==> config.mk <==
export PLATFORM = sky130hd
export DESIGN_NAME = saa_merge
export DESIGN_NICKNAME = d
export VERILOG_FILES = /design/src/hdl/splat_attribute_activation_defines.svh /design/src/hdl/saa_pkg.sv /design/src/hdl/saa_merge.sv
export SDC_FILE = /design/constraint.sdc
export NUM_CORES = 2
export LEC_CHECK = 0
export BUFFER_PORTS_ARGS = -buffer_cell sky130_fd_sc_hd__buf_4
export CAP_MARGIN = 10
export CELL_PAD_IN_SITES_DETAIL_PLACEMENT = 1
export CELL_PAD_IN_SITES_GLOBAL_PLACEMENT = 1
export CORE_ASPECT_RATIO = 0.5
export CORE_MARGIN = 2
export CORE_UTILIZATION = 50
export CTS_CLUSTER_DIAMETER = 150
export DETAILED_ROUTE_END_ITERATION = 6
export PLACE_DENSITY = 0.95
export SLEW_MARGIN = 10
export SYNTH_ARGS = -nofsm -noshare
export SYNTH_HDL_FRONTEND = slang
export SYNTH_SLANG_ARGS = --single-unit
==> constraint.sdc <==
create_clock -name i_clk -period 11.82 [get_ports i_clk]
set_clock_uncertainty 0.15 [all_clocks]
set_input_delay 0.591 -clock i_clk [delete_from_list [all_inputs] [get_ports i_clk]]
set_output_delay 0.591 -clock i_clk [all_outputs]
set_load 0.01 [all_outputs]
==> src/hdl/splat_attribute_activation_defines.svh <==
// assertion macros for the splat attribute activation block
`ifndef SPLAT_ATTRIBUTE_ACTIVATION_DEFINES_SVH
`define SPLAT_ATTRIBUTE_ACTIVATION_DEFINES_SVH
`ifndef NO_ASSERTIONS
// property must hold at every clock edge outside reset
`define SAA_ASSERT(lbl, clk, rst_n, prop) \
    lbl: assert property (@(posedge clk) disable iff (!rst_n) prop) \
        else $error("splat attribute activation check failed");
// expression must never be true outside reset
`define SAA_NEVER(lbl, clk, rst_n, expr) \
    lbl: assert property (@(posedge clk) disable iff (!rst_n) !(expr)) \
        else $error("splat attribute activation check failed");
`else
`define SAA_ASSERT(lbl, clk, rst_n, prop)
`define SAA_NEVER(lbl, clk, rst_n, expr)
`endif
`endif

==> src/hdl/saa_pkg.sv <==
package saa_pkg;

    // default module parameters
    localparam int INDEX_WIDTH = 24;
    localparam int FRAC_BITS   = 16;

    // fixed field widths
    localparam int IN_W       = 24;
    localparam int SCALE_W    = 32;
    localparam int CH_W       = 16;
    localparam int CFG_IDX_W  = 3;
    localparam int CFG_DATA_W = 32;
    localparam int MAXV_W     = 25;
    localparam int STRIDE_W   = 16;
    localparam int MASK_W     = 7;

    // exp table, power of two depth
    localparam int EXP_TABLE_DEPTH = 64;
    localparam int EXP_IDX_W       = $clog2(EXP_TABLE_DEPTH);

    // fixed-point constants
    localparam logic [31:0] C_LOG2E_LO   = 32'd1901360723; // log2(e) in Q32 minus 2^32
    localparam logic [29:0] C_LN2_Q30    = 30'd744261118;
    localparam logic [30:0] C_SH_C0      = 31'd1211587905;
    localparam logic [21:0] C_DIV6_RECIP = 22'd2796203;    // ceil(2^24 / 6)
    localparam logic [31:0] ONE_Q30      = 32'h4000_0000;

    // cycle counts
    localparam int EXP_LAT  = 8;
    localparam int DIV_BITS = 18;

    // register map
    typedef enum logic [CFG_IDX_W-1:0] {
        CFG_MAX_VERTICES = 3'd0,
        CFG_STRIDE_COUNT = 3'd1,
        CFG_MIN_OPACITY  = 3'd2,
        CFG_MAX_SCALE    = 3'd3,
        CFG_PRESENT_MASK = 3'd4
    } t_cfg_reg;

    // merge stage status
    typedef struct packed {
        logic busy;
        logic done;
        logic scale_over;
    } t_mrg_stat;

    typedef logic [EXP_TABLE_DEPTH-1:0][31:0] t_exp_tab;

    // 2^(k/D) in Q30 as a floored Taylor series of exp(k*ln2/D)
    function automatic t_exp_tab build_exp_tab();
        logic [63:0] z;
        logic [63:0] term;
        logic [63:0] sum;
        t_exp_tab    tab;
        for (int k = 0; k < EXP_TABLE_DEPTH; k++) begin
            z    = (64'(k) * 64'(C_LN2_Q30)) / EXP_TABLE_DEPTH;
            sum  = 64'(ONE_Q30);
            term = 64'(ONE_Q30);
            term = ((term * z) >> 30) / 64'd1;  sum = sum + term;
            term = ((term * z) >> 30) / 64'd2;  sum = sum + term;
            term = ((term * z) >> 30) / 64'd3;  sum = sum + term;
            term = ((term * z) >> 30) / 64'd4;  sum = sum + term;
            term = ((term * z) >> 30) / 64'd5;  sum = sum + term;
            term = ((term * z) >> 30) / 64'd6;  sum = sum + term;
            term = ((term * z) >> 30) / 64'd7;  sum = sum + term;
            term = ((term * z) >> 30) / 64'd8;  sum = sum + term;
            term = ((term * z) >> 30) / 64'd9;  sum = sum + term;
            term = ((term * z) >> 30) / 64'd10; sum = sum + term;
            term = ((term * z) >> 30) / 64'd11; sum = sum + term;
            term = ((term * z) >> 30) / 64'd12; sum = sum + term;
            term = ((term * z) >> 30) / 64'd13; sum = sum + term;
            term = ((term * z) >> 30) / 64'd14; sum = sum + term;
            term = ((term * z) >> 30) / 64'd15; sum = sum + term;
            term = ((term * z) >> 30) / 64'd16; sum = sum + term;
            term = ((term * z) >> 30) / 64'd17; sum = sum + term;
            term = ((term * z) >> 30) / 64'd18; sum = sum + term;
            term = ((term * z) >> 30) / 64'd19; sum = sum + term;
            term = ((term * z) >> 30) / 64'd20; sum = sum + term;
            tab[k] = sum[31:0];
        end
        return tab;
    endfunction

    localparam t_exp_tab EXP_TAB = build_exp_tab();

endpackage

==> src/hdl/saa_merge.sv <==
module saa_merge #(
    parameter int N_W = 10
) (
    input  logic                   i_clk,
    input  logic                   i_rst_n,
    input  logic                   i_start,
    input  logic                   i_neg,
    input  logic [3:0][31:0]       i_mant,
    input  logic [3:0][N_W-1:0]    i_exp,
    input  logic [saa_pkg::SCALE_W-1:0] i_max_scale,
    output logic [2:0][saa_pkg::SCALE_W-1:0] o_scale,
    output logic [saa_pkg::CH_W-1:0] o_opacity,
    output saa_pkg::t_mrg_stat     o_stat
);

    localparam int CNT_W = $clog2(saa_pkg::DIV_BITS);
    localparam int DB    = saa_pkg::DIV_BITS;

    logic                r_busy;
    logic                r_load;
    logic                r_done;
    logic [CNT_W-1:0]    r_cnt;
    logic [2:0][31:0]    r_scale;
    logic [30:0]         r_e;
    logic                r_neg;
    logic [31:0]         r_den;
    logic [31:0]         r_rem;
    logic [DB-1:0]       r_lo;
    logic [DB-1:0]       r_q;

    logic [31:0]         w_den;
    logic [47:0]         w_num;
    logic [32:0]         w_trial;
    logic                w_ge;
    logic [31:0]         w_e_raw;

    // right shift by 1..62 with round half up
    function automatic logic [31:0] rshift_round(input logic [31:0] x, input logic [5:0] sh);
        logic [63:0] t;
        t = (64'(x) + (64'd1 << (sh - 6'd1))) >> sh;
        return t[31:0];
    endfunction

    // mantissa times 2^(n-10) in Q20, saturated
    function automatic logic [31:0] to_q20(input logic [31:0] mant, input logic [N_W-1:0] n);
        logic signed [N_W:0] s;
        logic signed [N_W:0] sh;
        logic [34:0]         w;
        s  = (N_W+1)'($signed(n)) - (N_W+1)'(10);
        sh = -s;
        w  = 35'(mant) << s[1:0];
        if (s >= 3) begin
            return '1;
        end else if (s >= 0) begin
            return (w > 35'h0_FFFF_FFFF) ? '1 : w[31:0];
        end else if (sh > 62) begin
            return '0;
        end else begin
            return rshift_round(mant, sh[5:0]);
        end
    endfunction

    // exp(-|x|) in Q30 from the opacity lane
    always_comb begin
        logic signed [N_W:0] nsh;
        nsh = -((N_W+1)'($signed(i_exp[3])));
        if (nsh <= 0) begin
            w_e_raw = i_mant[3];
        end else if (nsh > 62) begin
            w_e_raw = '0;
        end else begin
            w_e_raw = rshift_round(i_mant[3], nsh[5:0]);
        end
    end

    // rounded dividend and divisor of the sigmoid
    always_comb begin
        w_den   = saa_pkg::ONE_Q30 + 32'(r_e);
        w_num   = (r_neg ? {1'b0, r_e, 16'b0} : (48'd1 << 46)) + 48'(w_den >> 1);
        w_trial = {r_rem, r_lo[DB-1]};
        w_ge    = w_trial >= {1'b0, r_den};
    end

    // control
    always_ff @(posedge i_clk) begin
        if (!i_rst_n) begin
            r_busy <= 1'b0;
            r_load <= 1'b0;
            r_done <= 1'b0;
            r_cnt  <= '0;
        end else begin
            r_done <= 1'b0;
            r_load <= i_start;
            if (r_load) begin
                r_busy <= 1'b1;
                r_cnt  <= CNT_W'(DB - 1);
            end else if (r_busy) begin
                r_cnt <= r_cnt - 1'b1;
                if (r_cnt == '0) begin
                    r_busy <= 1'b0;
                    r_done <= 1'b1;
                end
            end
        end
    end

    // datapath: capture, prepare, one quotient bit a cycle
    always_ff @(posedge i_clk) begin
        if (i_start) begin
            for (int j = 0; j < 3; j++) begin
                r_scale[j] <= to_q20(i_mant[j], i_exp[j]);
            end
            r_e   <= (w_e_raw > saa_pkg::ONE_Q30) ? 31'(saa_pkg::ONE_Q30) : w_e_raw[30:0];
            r_neg <= i_neg;
        end
        if (r_load) begin
            r_den <= w_den;
            r_rem <= 32'(w_num[47:DB]);
            r_lo  <= w_num[DB-1:0];
            r_q   <= '0;
        end else if (r_busy) begin
            r_rem <= w_ge ? 32'(w_trial - {1'b0, r_den}) : w_trial[31:0];
            r_lo  <= r_lo << 1;
            r_q   <= {r_q[DB-2:0], w_ge};
        end
    end

    assign o_scale   = r_scale;
    assign o_opacity = (r_q > DB'(65535)) ? '1 : r_q[15:0];

    always_comb begin
        o_stat.busy       = r_busy | r_load;
        o_stat.done       = r_done;
        o_stat.scale_over = (r_scale[0] > i_max_scale) | (r_scale[1] > i_max_scale)
                          | (r_scale[2] > i_max_scale);
    end

endmodule

# Yosys cells after proc, flatten, opt, wreduce, memory -nomap -nowiden
# Cells that the tools add are included.
# op_classes
n_addsub	19
mul	0
div	0
n_lt_le_gt_ge	20
n_eq_ne	0
shifts	11
muxes	24
bitwise_logic	5
reduce_logical	4
# op_table
operator	count
$mux W32	12
$add A32 B64 Y64	4
$shl A1 B6 Y64 const A	4
$shr A64 B6 Y32	4
$gt A35 B32 Y1 const B	3
$shl A32 B2 Y35	3
$gt A32 B32 Y1	3
$mux W30	2
$add A47 B31 Y48	1
$mux W47	1
$gt A11 B7 Y1 const B	4
$mux W18	2
$ge A11 B1 Y1 const B	3
$ge A11 B3 Y1 const B	3
$ge A33 B32 Y1	1
$neg A11 Y11	3
$sub A10 B5 Y11 const B	3
$add A31 B31 Y32 const A	1
$gt A32 B31 Y1 const B	1
$sub A32 B32 Y32	1
$sub A6 B1 Y6 const B	4
$gt A18 B16 Y1 const B	1
$mux W16	1
$le A11 B1 Y1 const B	1
other kinds (10)	17
# totals
reg_bits	236
latchBits	0
ramBits	0
romBits	0
wordCells	98
memories	0

# Logic depth before layout (Yosys ltp)
# depth
depth_word	8
ltp_mapped	32
mapped_depth_nobuf	26

# Worst setup path before layout
# No wires, ideal clock.
# synth_timing
kind	in2reg
from	input port i_exp[10] (netlist bit)
to	register r_scale, in the netlist o_scale[58] (data pin)
setup_time_ns	0.146
t_arrival_ns	7.266
required_time_ns	11.524
path_slack_ns	4.257
stages	30
n_path_buf	7
path_cell_list	buf_2 -> inv_1 -> clkbuf_1 -> clkbuf_1 -> clkbuf_1 -> ha_1 -> buf_4 -> and2_0 -> mux2i_2 -> xnor2_1 -> clkbuf_1 -> nand2_1 -> o22ai_1 -> clkbuf_1 -> and3_1 -> ha_1 -> a21o_1 -> a21o_1 -> a21o_1 -> a21o_1 -> a221o_1 -> o2111ai_1 -> nand4_1 -> a31oi_1 -> xnor2_1 -> a21oi_1 -> mux4_2 -> nor2_1 -> o21bai_1 -> o2bb2ai_1
# synth_via
elab_chain_cells	8
word_cells_on_any_way	14
classes_between	add/sub: 4; order compare: 4; shift: 3; mux: 3
# synth_lines
item	line_no	rtl
start: declaration	saa_merge.sv:9	input logic [3:0][N_W-1:0] i_exp,
$sub A10 B5 Y11 (*)	saa_merge.sv:49	s = (N_W+1)'($signed(n)) - (N_W+1)'(10);
$neg A11 Y11	saa_merge.sv:50	sh = -s;
$sub A6 B1 Y6	saa_merge.sv:40	t = (64'(x) + (64'd1 << (sh - 6'd1))) >> sh;
$shl A1 B6 Y64	saa_merge.sv:40	
$add A32 B64 Y64	saa_merge.sv:40	
$shr A64 B6 Y32	saa_merge.sv:40	
$mux W32	saa_merge.sv:56	end else if (sh > 62) begin
$mux W32	saa_merge.sv:54	end else if (s >= 0) begin
end signal: indexed assignment	saa_merge.sv:111	r_scale[j] <= to_q20(i_mant[j], i_exp[j]);
end: declaration	saa_merge.sv:23	logic [2:0][31:0] r_scale;
# Every way passes the cells marked *; elsewhere a longest branch is shown, timed or not.
# A chain may end at the register's enable or synchronous reset.

# Final worst setup path
# layout_timing
from	input port i_exp[30] (netlist bit)
to	register r_e[8] (data pin)
# layout_via
elab_chain_cells	8
word_cells_on_any_way	10
classes_between	add/sub: 3; order compare: 3; shift: 2; mux: 2
# layout_lines
item	line_no	rtl
$neg A10 Y11 (*)	saa_merge.sv:66	nsh = -((N_W+1)'($signed(i_exp[3])));
$sub A6 B1 Y6	saa_merge.sv:40	
$shl A1 B6 Y64	saa_merge.sv:40	
$add A32 B64 Y64	saa_merge.sv:40	
$shr A64 B6 Y32	saa_merge.sv:40	
$mux W32	saa_merge.sv:69	end else if (nsh > 62) begin
$mux W32 (*)	saa_merge.sv:67	if (nsh <= 0) begin
$gt A32 B31 Y1	saa_merge.sv:113	r_e <= (w_e_raw > saa_pkg::ONE_Q30) ? 31'(saa_pkg::ONE_Q30) : w_e_raw[30:0];
end signal: assignment	saa_merge.sv:113	
end: declaration	saa_merge.sv:24	logic [30:0] r_e;
# Marked as above.

==> impl_metrics.py <==
metrics = {
    "outcome": {
        "status": "complete, no violations",
    },
    "synthesis": {
        "yosys.area_share.simple_pct": 22.3,
        "synth.net_count": 5706,
        "yosysTopAreaCell": "edfxtp_1",
        "synth.area.mux_share_pct": 11.8,
        "syn_area_um2": 39500,
        "synth_top_area_share_pct": 15.8,
        "synth_top_family_by_area": "compound AO/OA/AOI/OAI gates",
        "synth_xor_area_share_pct": 5.78,
        "synth-main-ff-cell": "edfxtp_1",
        "ys_seq_area_share_pct": 17.2,
        "synth-edff-count": 208,
        "ys_warn_count": 0,
        "avgSynthCellArea_um2": 7.61,
        "synthArstFlopShare_pct": 0,
        "synth-adder-area-share_pct": 9.87,
        "synth-compound-area-share_pct": 28.0,
        "syn_inst": 5194,
        "synth_most_common_cell": "nor2_1",
        "yosysUniqueCellTypes": 124,
        "synth_area_leaders": "edfxtp_1 (16%), ha_1 (9.6%), mux4_2 (5.9%)",
        "synth-seq-cells": 236,
        "synth_common_cells": "nor2_1 (566), nand2_1 (520), a21oi_1 (418)",
    },
    "min_path": {
        "min_path_type": "input pin to flop",
        "hold_depth": 1,
        "hold_path_end": "r_neg",
        "hold_start": "i_neg",
    },
    "power": {
        "p_leak_uw": 0.0175,
        "power_density_nw_per_um2": 102,
        "ir_drop_v": 0.000129,
    },
    "flow_run": {
        "drv_cap": 0,
    },
    "grt": {
        "grt_pass1_wl_um": 291000,
        "grt_pass1_vias": 46000,
        "track_usage_pct": 45.9,
        "antenna_found_initial": 2,
        "gr-total-overflow": 0,
        "grt_max_degree": 72,
    },
    "cts": {
        "root_buffer": "clkbuf_16",
        "holdBufCountCts": 0,
        "cts.htree.levels": 1,
        "clk_latency_ps": 640,
        "clk_pin_slew_ps": 70,
        "cts_tree": "yes",
        "clock_sinks": 236,
        "clock_path_buffers": 3,
        "ctsResizeCount": 0,
        "postCtsSetupBuffers": 0,
        "numCtsBuffers": 28,
    },
    "detailed_routing": {
        "wl_um": 195000,
        "wire_per_inst_um": 30.7,
        "drt-pass1-iter-count": 7,
        "vias": 46000,
        "drtIter0Drc": 6429,
        "ant_nets": 0,
        "vias_per_cell": 7.25,
        "drc": 0,
    },
    "placed_design": {
        "dp_hpwl_um": 153000,
        "gp_congestion": 1.06,
        "dpl.cell_count": 6288,
        "io_buffer_count": 318,
    },
    "cells_and_area": {
        "finalNonFillerCells": 6341,
        "nNetsFinal": 5794,
        "final_layout_size_suffix_gt1_share_pct": 13.5,
        "areaGrowthSynthToFinish_pct": 10.3,
    },
    "worst_setup_path": {
        "regToRegSetupSlack_ps": 6320,
        "arrival_ps": 9270,
        "r2r_start": "r_den[1]",
        "worstSetupStartpointType": "input pin",
        "cpPeakStageDelay_ps": 1020,
        "critical_path_class": "input pin to flop",
        "worst_path_max_delay_cell": "a221o_1",
        "critPathCaptureType": "flop",
        "crit_top_cell": "buf_4",
        "critPathMaxFanout": 70,
        "required_ps": 11970,
        "timing.rr.end": "r_rem[25]",
        "reg2reg_depth": 17,
    },
    "sta": {
        "final_hold_viol_count": 0,
        "setup_tns_ps": 0,
        "timing.final.crit_share_pct": 77.2,
        "worstMarginPinSlew_ps": 1210,
        "max_slew_margin_pct": 18.7,
        "whs_ps": 54.1,
        "grt_setup_unrepaired": "false",
        "drv_slew": 0,
        "period_minus_slack_ps": 9120,
        "setup_violations": 0,
        "fmaxAchievable_ghz": 0.110,
    },
    "die": {
        "pin_count": 319,
        "rows": 72,
        "start_util_pct": 50.8,
        "dieArea_um2": 81400,
        "die_h_um": 203,
        "core_um2": 77700,
        "die_width_um": 402,
    },
}
## cell families after synthesis
group / Yosys count
buffers and inverters: 508
flip-flops: 236
AND/OR/NAND/NOR: 1866
adder cells (fa/ha/maj): 308
XOR/XNOR: 244
multiplexers: 327
AO/OA/AOI/OAI: 1705
## flip-flops by register name (all words and copies together) (netlist names)
signal,count
r_done,1
o_scale,96
r_lo,18
r_busy,1
r_rem,32
r_cnt,5
r_neg,1
r_e,31
r_q,18
r_den,32
r_load,1
## final cells by class
cell class | instances | area (µm²)
clock buffer | 28 | 701
antenna | 3 | 7.51
multi-input combinational | 4450 | 30900
clock inverter | 22 | 258
sequential | 236 | 6810
fill | 9632 | 34200
inverter | 178 | 668
tap | 1036 | 1300
timing repair buffer | 388 | 2920
## placed cells by master (no fill, tap or decap), types with 17 or more instances in the layout
cell type / instances
nand4_1: 71
o21ai_0: 411
nand2b_1: 72
and2_1: 53
clkbuf_16: 28
xor2_1: 69
and3_1: 54
a211o_1: 17
nor4_1: 34
nor2b_1: 60
xnor2_1: 146
o31ai_1: 29
nand2_1: 519
o211ai_1: 93
nor2_1: 566
dfxtp_1: 27
or3_1: 57
inv_1: 174
ha_1: 298
a21o_1: 107
mux2i_1: 161
edfxtp_1: 208
a211oi_1: 99
o21ai_1: 24
a31oi_1: 66
mux2_2: 58
o21bai_1: 30
o22ai_1: 49
a22oi_1: 19
o221ai_1: 24
a21oi_1: 418
o21a_1: 53
a21boi_0: 18
nor3_1: 136
mux4_2: 104
buf_4: 387
a221oi_1: 26
nand3_1: 145
## worst max-delay path by stage
stage | startpoint | to | slack [ps] | depth (start not counted)
6_report | i_exp[30] | r_e[8] | 2700 | 26
3_3_place_gp | i_exp[1] | o_scale[9] | 2590 | 25
5_1_grt | i_exp[20] | o_scale[64] | 2190 | 28
2_1_floorplan | i_exp[10] | o_scale[58] | 4260 | 30
4_1_cts | i_exp[30] | r_e[8] | 2970 | 28
3_5_place_dp | i_exp[30] | r_e[8] | 2330 | 28
## critical path, delay by kind of cell
kind                     cells  cell delay [ps]
AND/OR/NAND/NOR              6             2020
XOR/XNOR                     2              410
AO/OA/AOI/OAI               10             3560
adder cells (fa/ha/maj)      3             1420
buffers and inverters        5             1220
## per-layer routing
metal | track usage, % | share of wire (%) | vias to the layer above
met5 | 0 | 0.027 | -
met4 | 30.1 | 7.8 | 8
met3 | 8.48 | 10 | 743
met2 | 72.2 | 44 | 3040
met1 | 58.0 | 38 | 22500
li1 | - | - | 19700
## power by group
group / internal (µW) / switching (µW)
logic: 797 / 1570
clock network: 525 / 425
registers: 1020 / 93.3
total: 2340 / 2090
## through the flow
stage / instance area, µm² / setup slack [ps] / util [%] / power (µW)
5_1_grt: 43600 / 2190 / 56.0 / 4560
3_3_place_gp: 42600 / 2590 / 54.8 / 3240
2_1_floorplan: 39500 / 4260 / - / 2520
6_report: 43600 / 2700 / 56.0 / 4430
3_5_place_dp: 42600 / 2330 / 54.8 / 3350
4_1_cts: 43600 / 2970 / 56.0 / 4310
Power figures use the tool's default switching activity.
