## config.mk

```make
export PLATFORM = sky130hd
export DESIGN_NAME = saa_color_lane
export DESIGN_NICKNAME = d
export VERILOG_FILES = /design/src/hdl/splat_attribute_activation_defines.svh /design/src/hdl/saa_pkg.sv /design/src/hdl/saa_color_lane.sv
export SDC_FILE = /design/constraint.sdc
export NUM_CORES = 1
export LEC_CHECK = 0
export ABC_AREA = 0
export BUFFER_PORTS_ARGS = -buffer_cell sky130_fd_sc_hd__buf_4
export CORE_MARGIN = 3
export CORE_UTILIZATION = 38
export DETAILED_ROUTE_END_ITERATION = 7
export GPL_TIMING_DRIVEN = 0
export PLACE_DENSITY = 0.63
export SETUP_SLACK_MARGIN = 0.2
export SKIP_CTS_REPAIR_TIMING = 1
export SLEW_MARGIN = 20
export SYNTH_ARGS = -nofsm -noshare
export SYNTH_HDL_FRONTEND = slang
export SYNTH_SLANG_ARGS = --single-unit
export TNS_END_PERCENT = 5
```

## constraint.sdc

```tcl
create_clock -name i_clk -period 7.6 [get_ports i_clk]
set_input_delay 0.76 -clock i_clk [delete_from_list [all_inputs] [get_ports i_clk]]
set_output_delay 0.76 -clock i_clk [all_outputs]
set_load 0.02 [all_outputs]
```

## src/hdl/splat_attribute_activation_defines.svh

```systemverilog
// assertion macros for the splat attribute activation block
`ifndef SPLAT_ATTRIBUTE_ACTIVATION_DEFINES_SVH
`define SPLAT_ATTRIBUTE_ACTIVATION_DEFINES_SVH
`ifndef NO_ASSERTIONS
// property must hold at every clock edge outside reset
`define SAA_ASSERT(lbl, clk, rst_n, prop) \
    lbl: assert property (@(posedge clk) disable iff (!rst_n) prop) \
        else $error("splat attribute activation check failed");
// expression must never be true outside reset
`define SAA_NEVER(lbl, clk, rst_n, expr) \
    lbl: assert property (@(posedge clk) disable iff (!rst_n) !(expr)) \
        else $error("splat attribute activation check failed");
`else
`define SAA_ASSERT(lbl, clk, rst_n, prop)
`define SAA_NEVER(lbl, clk, rst_n, expr)
`endif
`endif

```

## src/hdl/saa_pkg.sv

```systemverilog
package saa_pkg;

    // default module parameters
    localparam int INDEX_WIDTH = 24;
    localparam int FRAC_BITS   = 16;

    // fixed field widths
    localparam int IN_W       = 24;
    localparam int SCALE_W    = 32;
    localparam int CH_W       = 16;
    localparam int CFG_IDX_W  = 3;
    localparam int CFG_DATA_W = 32;
    localparam int MAXV_W     = 25;
    localparam int STRIDE_W   = 16;
    localparam int MASK_W     = 7;

    // exp table, power of two depth
    localparam int EXP_TABLE_DEPTH = 64;
    localparam int EXP_IDX_W       = $clog2(EXP_TABLE_DEPTH);

    // fixed-point constants
    localparam logic [31:0] C_LOG2E_LO   = 32'd1901360723; // log2(e) in Q32 minus 2^32
    localparam logic [29:0] C_LN2_Q30    = 30'd744261118;
    localparam logic [30:0] C_SH_C0      = 31'd1211587905;
    localparam logic [21:0] C_DIV6_RECIP = 22'd2796203;    // ceil(2^24 / 6)
    localparam logic [31:0] ONE_Q30      = 32'h4000_0000;

    // cycle counts
    localparam int EXP_LAT  = 8;
    localparam int DIV_BITS = 18;

    // register map
    typedef enum logic [CFG_IDX_W-1:0] {
        CFG_MAX_VERTICES = 3'd0,
        CFG_STRIDE_COUNT = 3'd1,
        CFG_MIN_OPACITY  = 3'd2,
        CFG_MAX_SCALE    = 3'd3,
        CFG_PRESENT_MASK = 3'd4
    } t_cfg_reg;

    // merge stage status
    typedef struct packed {
        logic busy;
        logic done;
        logic scale_over;
    } t_mrg_stat;

    typedef logic [EXP_TABLE_DEPTH-1:0][31:0] t_exp_tab;

    // 2^(k/D) in Q30 as a floored Taylor series of exp(k*ln2/D)
    function automatic t_exp_tab build_exp_tab();
        logic [63:0] z;
        logic [63:0] term;
        logic [63:0] sum;
        t_exp_tab    tab;
        for (int k = 0; k < EXP_TABLE_DEPTH; k++) begin
            z    = (64'(k) * 64'(C_LN2_Q30)) / EXP_TABLE_DEPTH;
            sum  = 64'(ONE_Q30);
            term = 64'(ONE_Q30);
            term = ((term * z) >> 30) / 64'd1;  sum = sum + term;
            term = ((term * z) >> 30) / 64'd2;  sum = sum + term;
            term = ((term * z) >> 30) / 64'd3;  sum = sum + term;
            term = ((term * z) >> 30) / 64'd4;  sum = sum + term;
            term = ((term * z) >> 30) / 64'd5;  sum = sum + term;
            term = ((term * z) >> 30) / 64'd6;  sum = sum + term;
            term = ((term * z) >> 30) / 64'd7;  sum = sum + term;
            term = ((term * z) >> 30) / 64'd8;  sum = sum + term;
            term = ((term * z) >> 30) / 64'd9;  sum = sum + term;
            term = ((term * z) >> 30) / 64'd10; sum = sum + term;
            term = ((term * z) >> 30) / 64'd11; sum = sum + term;
            term = ((term * z) >> 30) / 64'd12; sum = sum + term;
            term = ((term * z) >> 30) / 64'd13; sum = sum + term;
            term = ((term * z) >> 30) / 64'd14; sum = sum + term;
            term = ((term * z) >> 30) / 64'd15; sum = sum + term;
            term = ((term * z) >> 30) / 64'd16; sum = sum + term;
            term = ((term * z) >> 30) / 64'd17; sum = sum + term;
            term = ((term * z) >> 30) / 64'd18; sum = sum + term;
            term = ((term * z) >> 30) / 64'd19; sum = sum + term;
            term = ((term * z) >> 30) / 64'd20; sum = sum + term;
            tab[k] = sum[31:0];
        end
        return tab;
    endfunction

    localparam t_exp_tab EXP_TAB = build_exp_tab();

endpackage

```

## src/hdl/saa_color_lane.sv

```systemverilog
module saa_color_lane #(
    parameter int ATT_W     = 24,
    parameter int FRAC_BITS = saa_pkg::FRAC_BITS
) (
    input  logic                    i_clk,
    input  logic signed [ATT_W-1:0] i_term,
    output logic [saa_pkg::CH_W-1:0] o_chan
);

    localparam int PW = ATT_W + 32;
    localparam logic signed [31:0] C_SH_S = {1'b0, saa_pkg::C_SH_C0};

    logic signed [PW-1:0] r_prod;
    logic [saa_pkg::CH_W-1:0] r_chan;
    logic signed [PW-1:0] w_rnd;
    logic signed [PW-1:0] w_q;
    logic signed [PW-1:0] w_c;

    // round half up, offset by one half, clamp to unit range
    always_comb begin
        w_rnd = r_prod + (PW'(1) <<< (FRAC_BITS + 15));
        w_q   = w_rnd >>> (FRAC_BITS + 16);
        w_c   = w_q + PW'(32768);
    end

    always_ff @(posedge i_clk) begin
        r_prod <= PW'(i_term) * PW'(C_SH_S);
        if (w_c < 0) begin
            r_chan <= '0;
        end else if (w_c > PW'(65535)) begin
            r_chan <= '1;
        end else begin
            r_chan <= w_c[saa_pkg::CH_W-1:0];
        end
    end

    assign o_chan = r_chan;

endmodule

```

; ---- Word-level counts from Yosys, hierarchy flattened
; Cells that the tools add are included.
[op_classes]
magnitude_cmp = 2
addsub = 2
multipliers = 1
n_mux = 1
[ops]
columns = op, n
row1 = $add A56 B33 Y56 const B, 1
row2 = $mul A24 B32 Y56 const B, 1
row3 = $add A24 B17 Y25 const B, 1
row4 = $gt A25 B17 Y1 const B, 1
row5 = $lt A25 B1 Y1 const B, 1
row6 = $mux W16, 1
[totals]
ff_bits = 72

; ---- Logic depth before layout (Yosys ltp)
; Gate-level depths: netlist of the first run.
[logic_depth]
ltp_word = 4
ltp_mapped = 25
depth_no_buf = 25

; ---- Worst setup path after synthesis of the first run
; Ideal clock, no wire load.
[synth_timing]
kind = input to register
from = input port i_term[15]
to = register r_prod[52]
path_stages = 21
setup_ns = 0.120
path_buffers = 0
arrival_time_ns = 6.839
path_slack_ns = 0.641
cell_sequence = fa_1 inv_1 fa_1 fa_1 fa_1 inv_1 fa_1 fa_1 inv_1 fa_1 inv_1 ha_1 a221oi_1 o21ai_0 a211o_1 o211ai_1 a31oi_1 a41oi_1 o31ai_1 or2_2 xor2_1
[synth_between]
elab_chain_cells = 1
[synth_lines]
columns = element, line_no
row1 = from (decl), saa_color_lane.sv:6  ; input logic signed [ATT_W-1:0] i_term,
row2 = $mul A24 B32 Y56, saa_color_lane.sv:27  ; r_prod <= PW'(i_term) * PW'(C_SH_S);
row3 = to (signal assigned), saa_color_lane.sv:27
row4 = to (decl), saa_color_lane.sv:13  ; logic signed [PW-1:0] r_prod;
; Every way passes these cells.
; A chain may end at the register's enable or synchronous reset.

; ---- Worst setup path in the final report of the first run
[layout_timing]
from = input port i_term[7]
to = register r_prod[48]
; Same word-level chain as after synthesis.

==> flow_summary.toml, run 1 <==
[timing]
whs_ns = 0.674
fmax_mhz = 139
fin_skew_ns = 0.00554
period_needed_ns = 7.21
worst_pin_slew_ns = 0.684
rsz0062_at_grt = "yes"
setup_viol = 0
slew_headroom = 0.542
drv_slew = 0
fin_crit_sh = 0.949
hold_violations = 0
fin_ws_ns = 0.391

[final_layout]
n_antenna_cell = 0
final_cells = 1755
drive_above_1_share = 0.0811
final_area_um2 = 13600
syn_to_final_growth_pct = 8.89
nets = 1827

[synth]
yosysSeqAreaShare = 0.0659
syn_inst = 1268
synthDistinctLibCells = 70
ys_top_cells_by_count = "380 x inv_1, 260 x ha_1, 223 x fa_1, 46 x a21oi_1, 41 x dfxtp_1"
synth_top_area_frac = 0.359
syn_avg_cell_area_um2 = 9.82
syn_nets = 1776
synth_ff_type = "dfxtp_1"
synth_warnings = 0
synth_area_um2 = 12500
yosys.cell_count.top_type = "inv_1"
synth-seq-cells = 41
synth_edf_count = 0
async_flop_share = 0
yosysTopAreaCell = "fa_1"
synth_area_leaders = "fa_1 36%, ha_1 26%, inv_1 11%"

[grt]
first_global_vias = 9116
gr-usage-met2 = 0.291
busiest_layer = "met2"
grt_usage = 0.174
grt_pass1_wl_um = 48400
antenna_found_initial = 0
overflow = 0
globalRouteMet1Util = 0.250
grt_max_degree = 15
use_met3 = 0.0157

[critical_path]
crit_buf_inv = 5
path_class = "input port to register"
crit_path_max_fanout = 10
crit_family = "adder cells"
cp-end-kind = "register"
required_ns = 7.78
cp.arrival_ns = 7.39
crit_chain = "buf_4 > fa_1 > inv_1 > fa_2 > inv_1 > fa_1 > fa_1 > fa_1 > fa_1 > inv_1 > fa_1 > inv_1 > ha_1 > nand3_1 > or4_1 > a221o_1 > nand3_1 > o22ai_2 > o31ai_4 > a31oi_1 > nand2b_1 > a221oi_1"
crit_path_top_delay_cell = "fa_1"
cpMostUsedCell = "fa_1"
crit_path_max_incr_delay_ns = 0.61
ff2ff_setup_slack_ns = 4.21
setup.worst_path.start_class = "input port"

[placed_design]
placed_area_um2 = 13300
pre_cts_ws_ns = -0.483
placedCellCount = 1743
hpwlAfterDp_um = 25800
place.gp.congestion = 0.929
io_buffers = 40

[drt]
wirelength_um = 29200
drtAntennaViolNets = 0
vias_per_cell = 4.79
drc_errors = 0
detail_route.wl_per_cell_um = 16.6
first_pass_iters = 5
vias = 8414
drt-initial-drc-count = 361

[clock_tree]
cts_tree = "done"
cts_max_path_buffers = 2
clock_latency_ns = 0.28
path_clk_slew_ns = 0.06
root_buffer = "clkbuf_16"
cts_sinks = 41
cts-htree-levels = 2
cts_made_buffers = 5

[die]
die_x_um = 187
die_area_um2 = 35000
io_pins = 41
rows = 65
die_height_um = 187
core-area_um2 = 32000
initial_core_util = 0.390

[min_path]
min_path_type = "register to register"

[job]
max_cap_violations = 0

[status]
status = "finished clean"
-- layer usage --
layer,up-vias,wire length (um),part of all wire
li1,4114,-,-
met1,4113,14000,0.48
met2,162,13600,0.47
met3,25,1240,0.042
met4,0,318,0.011
met5,-,0,0
-- worst register-to-register path: stages, from the launching register on --
cell	delay, ns
dfxtp_1	0.48
nand4_4	0.22
nor4_2	0.46
nand2_1	0.12
xnor2_1	0.24
ha_1	0.26
inv_1	0.07
o41a_1	0.41
xor2_1	0.13
nand4_1	0.16
a221oi_4	0.41
buf_8	0.21
a21oi_1	0.07
-- logic make-up (layout without fill, tap and decap cells) --
group,Yosys count,count (layout),synth area share
adders and majority gates,483,483,0.620
buffers and inverters,391,443,0.122
AOI/OAI and AO/OA,158,158,0.0890
and+or+nand+nor,148,148,0.0702
xor gates and xnor gates,47,47,0.0331
DFF,41,41,0.0659
-- final timing paths --
path                                    startpoint  cells past startpoint              endpoint
worst max register to register  r_prod[42]$_DFF_P_                     12  o_chan[3]$_SDFF_PN0_
worst min register to register  r_prod[38]$_DFF_P_                      2  o_chan[6]$_SDFF_PN0_
worst max-delay path                     i_term[7]                     22    r_prod[48]$_DFF_P_
worst min-delay path            r_prod[38]$_DFF_P_                      2  o_chan[6]$_SDFF_PN0_
-- cell usage in the layout (no fill, tap or decap), types with 3 or more instances in the layout --
cell type	instances
buf_4	45
nor2_1	21
ha_1	258
nand3_1	17
nand2_1	37
nand2b_1	4
a41oi_1	3
and2_1	3
xor2_1	21
nand4_1	20
or2_2	6
a31oi_1	8
a211o_1	4
o21ai_0	16
a21oi_2	9
dfxtp_1	41
fa_1	219
fa_2	4
clkbuf_16	5
xnor2_1	26
clkbuf_1	5
a21o_1	32
a21oi_1	46
inv_1	380
nor3_1	7
and3_1	7
-- metrics by stage --
| step | util | TNS (ns) |
|---|---|---|
| after global placement | 0.416 | -2.03 |
| final | 0.424 | 0 |
| after global routing | 0.424 | 0 |
| after CTS | 0.421 | -0.594 |
| after floorplan | - | 0 |
| after detailed placement | 0.416 | -2.29 |
-- state kept, by name (all words and copies together), names as in the netlist --
register	flops
o_chan	16
r_prod	25
-- area by class of cell --
class	instances	area (um^2)
clock inverter	3	46.3
timing repair buffer	44	334
clock buffer	5	125
tap	435	544
buffer	11	91.3
sequential	41	821
fill	3098	18400
inverter	380	1430
multi-input combinational	836	10200
Power of run 1 is left out: the tool's default activity adds up to more than one toggle a clock period on the data nets, which glitch-free logic cannot reach.
==> run 2, diff against run 1 <==
Settings changed: CORE_UTILIZATION 38 to 53, PLACE_DENSITY 0.63 to 0.8.
==> flow_summary.toml, run 2 (synthesis gave the netlist of run 1 again) <==
[placed_design]
place.gp.congestion = 0.972
pre_cts_ws_ns = -0.495
io_buffers = 40
hpwlAfterDp_um = 25400

[grt]
grt_usage = 0.234
globalRouteMet1Util = 0.298
antenna_found_initial = 0
gr-usage-met2 = 0.403
grt_max_degree = 13
use_met3 = 0.0375
grt_pass1_wl_um = 47400
busiest_layer = "met2"
overflow = 0
first_global_vias = 9507

[drt]
wirelength_um = 28600
drt-initial-drc-count = 415
first_pass_iters = 5
vias = 8820
drtAntennaViolNets = 0
drc_errors = 0
detail_route.wl_per_cell_um = 17.5
vias_per_cell = 5.40

[min_path]
min_from = "r_prod[40]$_DFF_P_"
hold_end = "o_chan[8]$_SDFF_PN0_"
min_path_type = "register to register"
min_path_cells = 3

[timing]
fin_ws_ns = 0.352
hold_violations = 0
worst_pin_slew_ns = 0.700
setup_viol = 0
rsz0062_at_grt = "yes"
slew_headroom = 0.531
fin_crit_sh = 0.954
fmax_mhz = 138
fin_skew_ns = 0.00369
period_needed_ns = 7.25
drv_slew = 0

[die]
rows = 55
die_x_um = 159
core-area_um2 = 22800
die_area_um2 = 25400
die_height_um = 159
initial_core_util = 0.545
io_pins = 41

[critical_path]
r2r_start = "r_prod[32]$_DFF_P_"
cp-end-kind = "register"
r2r_end = "o_chan[13]$_SDFF_PN0_"
required_ns = 7.79
ff2ff_setup_slack_ns = 4.16
crit_path_max_fanout = 7
cp.arrival_ns = 7.44
setup.worst_path.start_class = "input port"
r2r_cells = 12
path_class = "input port to register"

[final_layout]
drive_above_1_share = 0.0758
regMostFlops = "r_prod"
nets = 1827
syn_to_final_growth_pct = 7.45
largest_register_ffs = 25
n_antenna_cell = 0
layout_common_cells = "380 x inv_1, 259 x ha_1, 221 x fa_1"
mostFrequentLayoutCell = "inv_1"

[clock_tree]
root_buffer = "clkbuf_16"
cts_tree = "done"
cts_sinks = 41
cts_made_buffers = 5
clock_latency_ns = 0.28
cts-htree-levels = 2
cts_max_path_buffers = 2
path_clk_slew_ns = 0.06

[status]
status = "finished clean"

[job]
max_cap_violations = 0
-- run 2: layout make-up --
type	count	area (um^2)
Inverter	380	1430
Clock inverter	2	35.0
Fill cell	1931	9470
Buffer	11	91.3
Tap cell	313	392
Clock buffer	5	125
Sequential cell	41	821
Multi-Input combinational cell	836	10200
Timing Repair Buffer	44	330
-- run 2: worst max path at each step --
| stage | slack (ns) | from | endpoint |
|---|---|---|---|
| 2_1_floorplan | 0.64 | i_term[15] | r_prod[52]$_DFF_P_ |
| 3_3_place_gp | -0.38 | i_term[15] | r_prod[52]$_DFF_P_ |
| 5_1_grt | 0.12 | i_term[13] | r_prod[48]$_DFF_P_ |
| 4_1_cts | -0.22 | i_term[15] | r_prod[52]$_DFF_P_ |
| 3_5_place_dp | -0.49 | i_term[15] | r_prod[52]$_DFF_P_ |
| 6_report | 0.35 | i_term[9] | r_prod[48]$_DFF_P_ |
-- run 2: critical path, stage by stage --
cell	delay, ns
buf_4	0.18
ha_1	0.45
inv_1	0.15
fa_1	0.49
inv_1	0.05
fa_1	0.50
inv_1	0.05
fa_1	0.48
inv_1	0.09
fa_1	0.52
fa_1	0.55
inv_1	0.08
fa_1	0.56
inv_1	0.05
ha_1	0.35
nand3_1	0.11
or4_1	0.50
a221o_1	0.30
nand3_1	0.15
o22ai_2	0.17
o31ai_4	0.31
a31oi_1	0.15
nand2b_1	0.17
a221oi_1	0.24
-- run 2: metal layers --
layer | up-vias | wire length, um
li1 | 4113 | -
met1 | 4395 | 11400
met2 | 241 | 14400
met3 | 71 | 1610
met4 | 0 | 1220
met5 | - | 0
-- run 2: metrics by stage --
stage          utilization  hold WS [ns]  instances  instance area, um^2  setup TNS, ns
2_1_floorplan            -         0.607       1268                12500              0
3_3_place_gp         0.575         0.659       1621                13100          -1.40
3_5_place_dp         0.575         0.661       1621                13100          -2.18
4_1_cts              0.582         0.692       1628                13300         -0.556
5_1_grt              0.586         0.724       1632                13400              0
6_report             0.586         0.691       1632                13400              0
Power of run 2 is left out for the same reason.
==> run 3, diff against run 2 <==
Settings changed: PLACE_DENSITY 0.8 to 0.82.
Clock period 7.6 ns to 6.4 ns, I/O delays scaled along.
==> flow_summary.toml, run 3 (synthesis gave the netlist of run 1 again) <==
[status]
status = "finished with violations"
violations = "negative setup slack"

[final_layout]
regArea_um2 = 821
syn_to_final_growth_pct = 9.88
largest_register_ffs = 25
n_antenna_cell = 0
drive_above_1_share = 0.103
fillCellCount = 1850
multi_input_area_um2 = 10400
final_area_um2 = 13700
layout_common_cells = "372 x inv_1, 249 x ha_1, 215 x fa_1"
mostFrequentLayoutCell = "inv_1"
regMostFlops = "r_prod"
nets = 1832

[die]
die_area_um2 = 25400
core-area_um2 = 22800
initial_core_util = 0.545
die_x_um = 159
rows = 55
io_pins = 41
die_height_um = 159

[placed_design]
io_buffers = 40
hpwlAfterDp_um = 25500
placed_area_um2 = 13300
place.gp.congestion = 0.990
pre_cts_ws_ns = -0.918

[drt]
vias_per_cell = 5.46
wirelength_um = 29100
first_pass_iters = 5
vias = 8943
drtAntennaViolNets = 0
drc_errors = 0
detail_route.wl_per_cell_um = 17.8
drt-initial-drc-count = 430

[timing]
fin_crit_sh = 1.04
worst_pin_slew_ns = 0.760
fin_ws_ns = -0.237
fin_skew_ns = 0.00337
fmax_mhz = 151
drv_slew = 0
period_needed_ns = 6.64
rsz0062_at_grt = "yes"
hold_violations = 0
setup_viol = 14
slew_headroom = 0.491

[grt]
gr-usage-met2 = 0.409
use_met3 = 0.0406
grt_usage = 0.234
first_global_vias = 9660
grt_pass1_wl_um = 47700
antenna_found_initial = 1
busiest_layer = "met2"
overflow = 0
grt_max_degree = 13
globalRouteMet1Util = 0.295

[clock_tree]
cts_tree = "done"
cts-htree-levels = 2
clock_latency_ns = 0.28
root_buffer = "clkbuf_16"
cts_made_buffers = 5
path_clk_slew_ns = 0.06
cts_max_path_buffers = 2
cts_sinks = 41

[critical_path]
setup.worst_path.start_class = "input port"
required_ns = 6.58
cp-end-kind = "register"
cp.arrival_ns = 6.82
path_class = "input port to register"
crit_path_max_fanout = 7

[job]
max_cap_violations = 0

[min_path]
min_path_type = "register to register"
-- run 3: cell count changes in the layout (fill, tap and decap cells not counted), sizes merged --
cell      change
buf           +5
clkbuf        +2
clkinv        -1
clkinvlp      +1
inv           -1
-- run 3: metrics by stage --
| step | hold WS (ns) | utilization | setup TNS (ns) | instances |
|---|---|---|---|---|
| 6_report | 0.679 | 0.599 | -1.60 | 1638 |
| 5_1_grt | 0.696 | 0.599 | -4.28 | 1638 |
| 4_1_cts | 0.674 | 0.588 | -7.37 | 1629 |
| 3_5_place_dp | 0.658 | 0.580 | -13.13 | 1621 |
| 3_3_place_gp | 0.666 | 0.580 | -12.00 | 1621 |
| 2_1_floorplan | 0.607 | - | -0.0275 | 1268 |
-- run 3: worst paths after layout --
path | start | end | slack (ns) | cells after the start
min | r_prod[38]$_DFF_P_ | o_chan[6]$_SDFF_PN0_ | 0.68 | 2
max | i_term[6] | r_prod[48]$_DFF_P_ | -0.24 | 22
max reg2reg | r_prod[31]$_DFF_P_ | o_chan[4]$_SDFF_PN0_ | 2.90 | 12
min reg2reg | r_prod[38]$_DFF_P_ | o_chan[6]$_SDFF_PN0_ | 0.68 | 2
-- run 3: layout make-up --
type / instances / share of cell area
well taps: 313 / 0.0286
clock inverters: 1 / 0.00219
multi-input cells: 836 / 0.758
inverters: 380 / 0.105
plain buffers: 11 / 0.00668
flip-flops and latches: 41 / 0.0600
repair buffers: 49 / 0.0297
clock buffers: 7 / 0.0104
-- run 3: critical path, stage by stage --
cell      delay [ns]
buf_4           0.17
fa_1            0.56
inv_1           0.06
fa_2            0.57
inv_1           0.06
fa_2            0.35
fa_1            0.50
fa_1            0.46
fa_1            0.51
inv_1           0.06
fa_1            0.61
inv_1           0.09
ha_4            0.30
nand3_1         0.09
or4_1           0.50
a221o_1         0.32
nand3_2         0.12
o22ai_4         0.10
o31ai_4         0.24
a31oi_2         0.13
nand2b_1        0.16
a221oi_1        0.23
-- run 3: per-layer routing --
layer | wire (um) | share of wire
met3 | 1490 | 0.051
met4 | 1090 | 0.037
met2 | 14900 | 0.51
met1 | 11600 | 0.40
met5 | 16 | 0.00055
Power of run 3 is left out for the same reason.
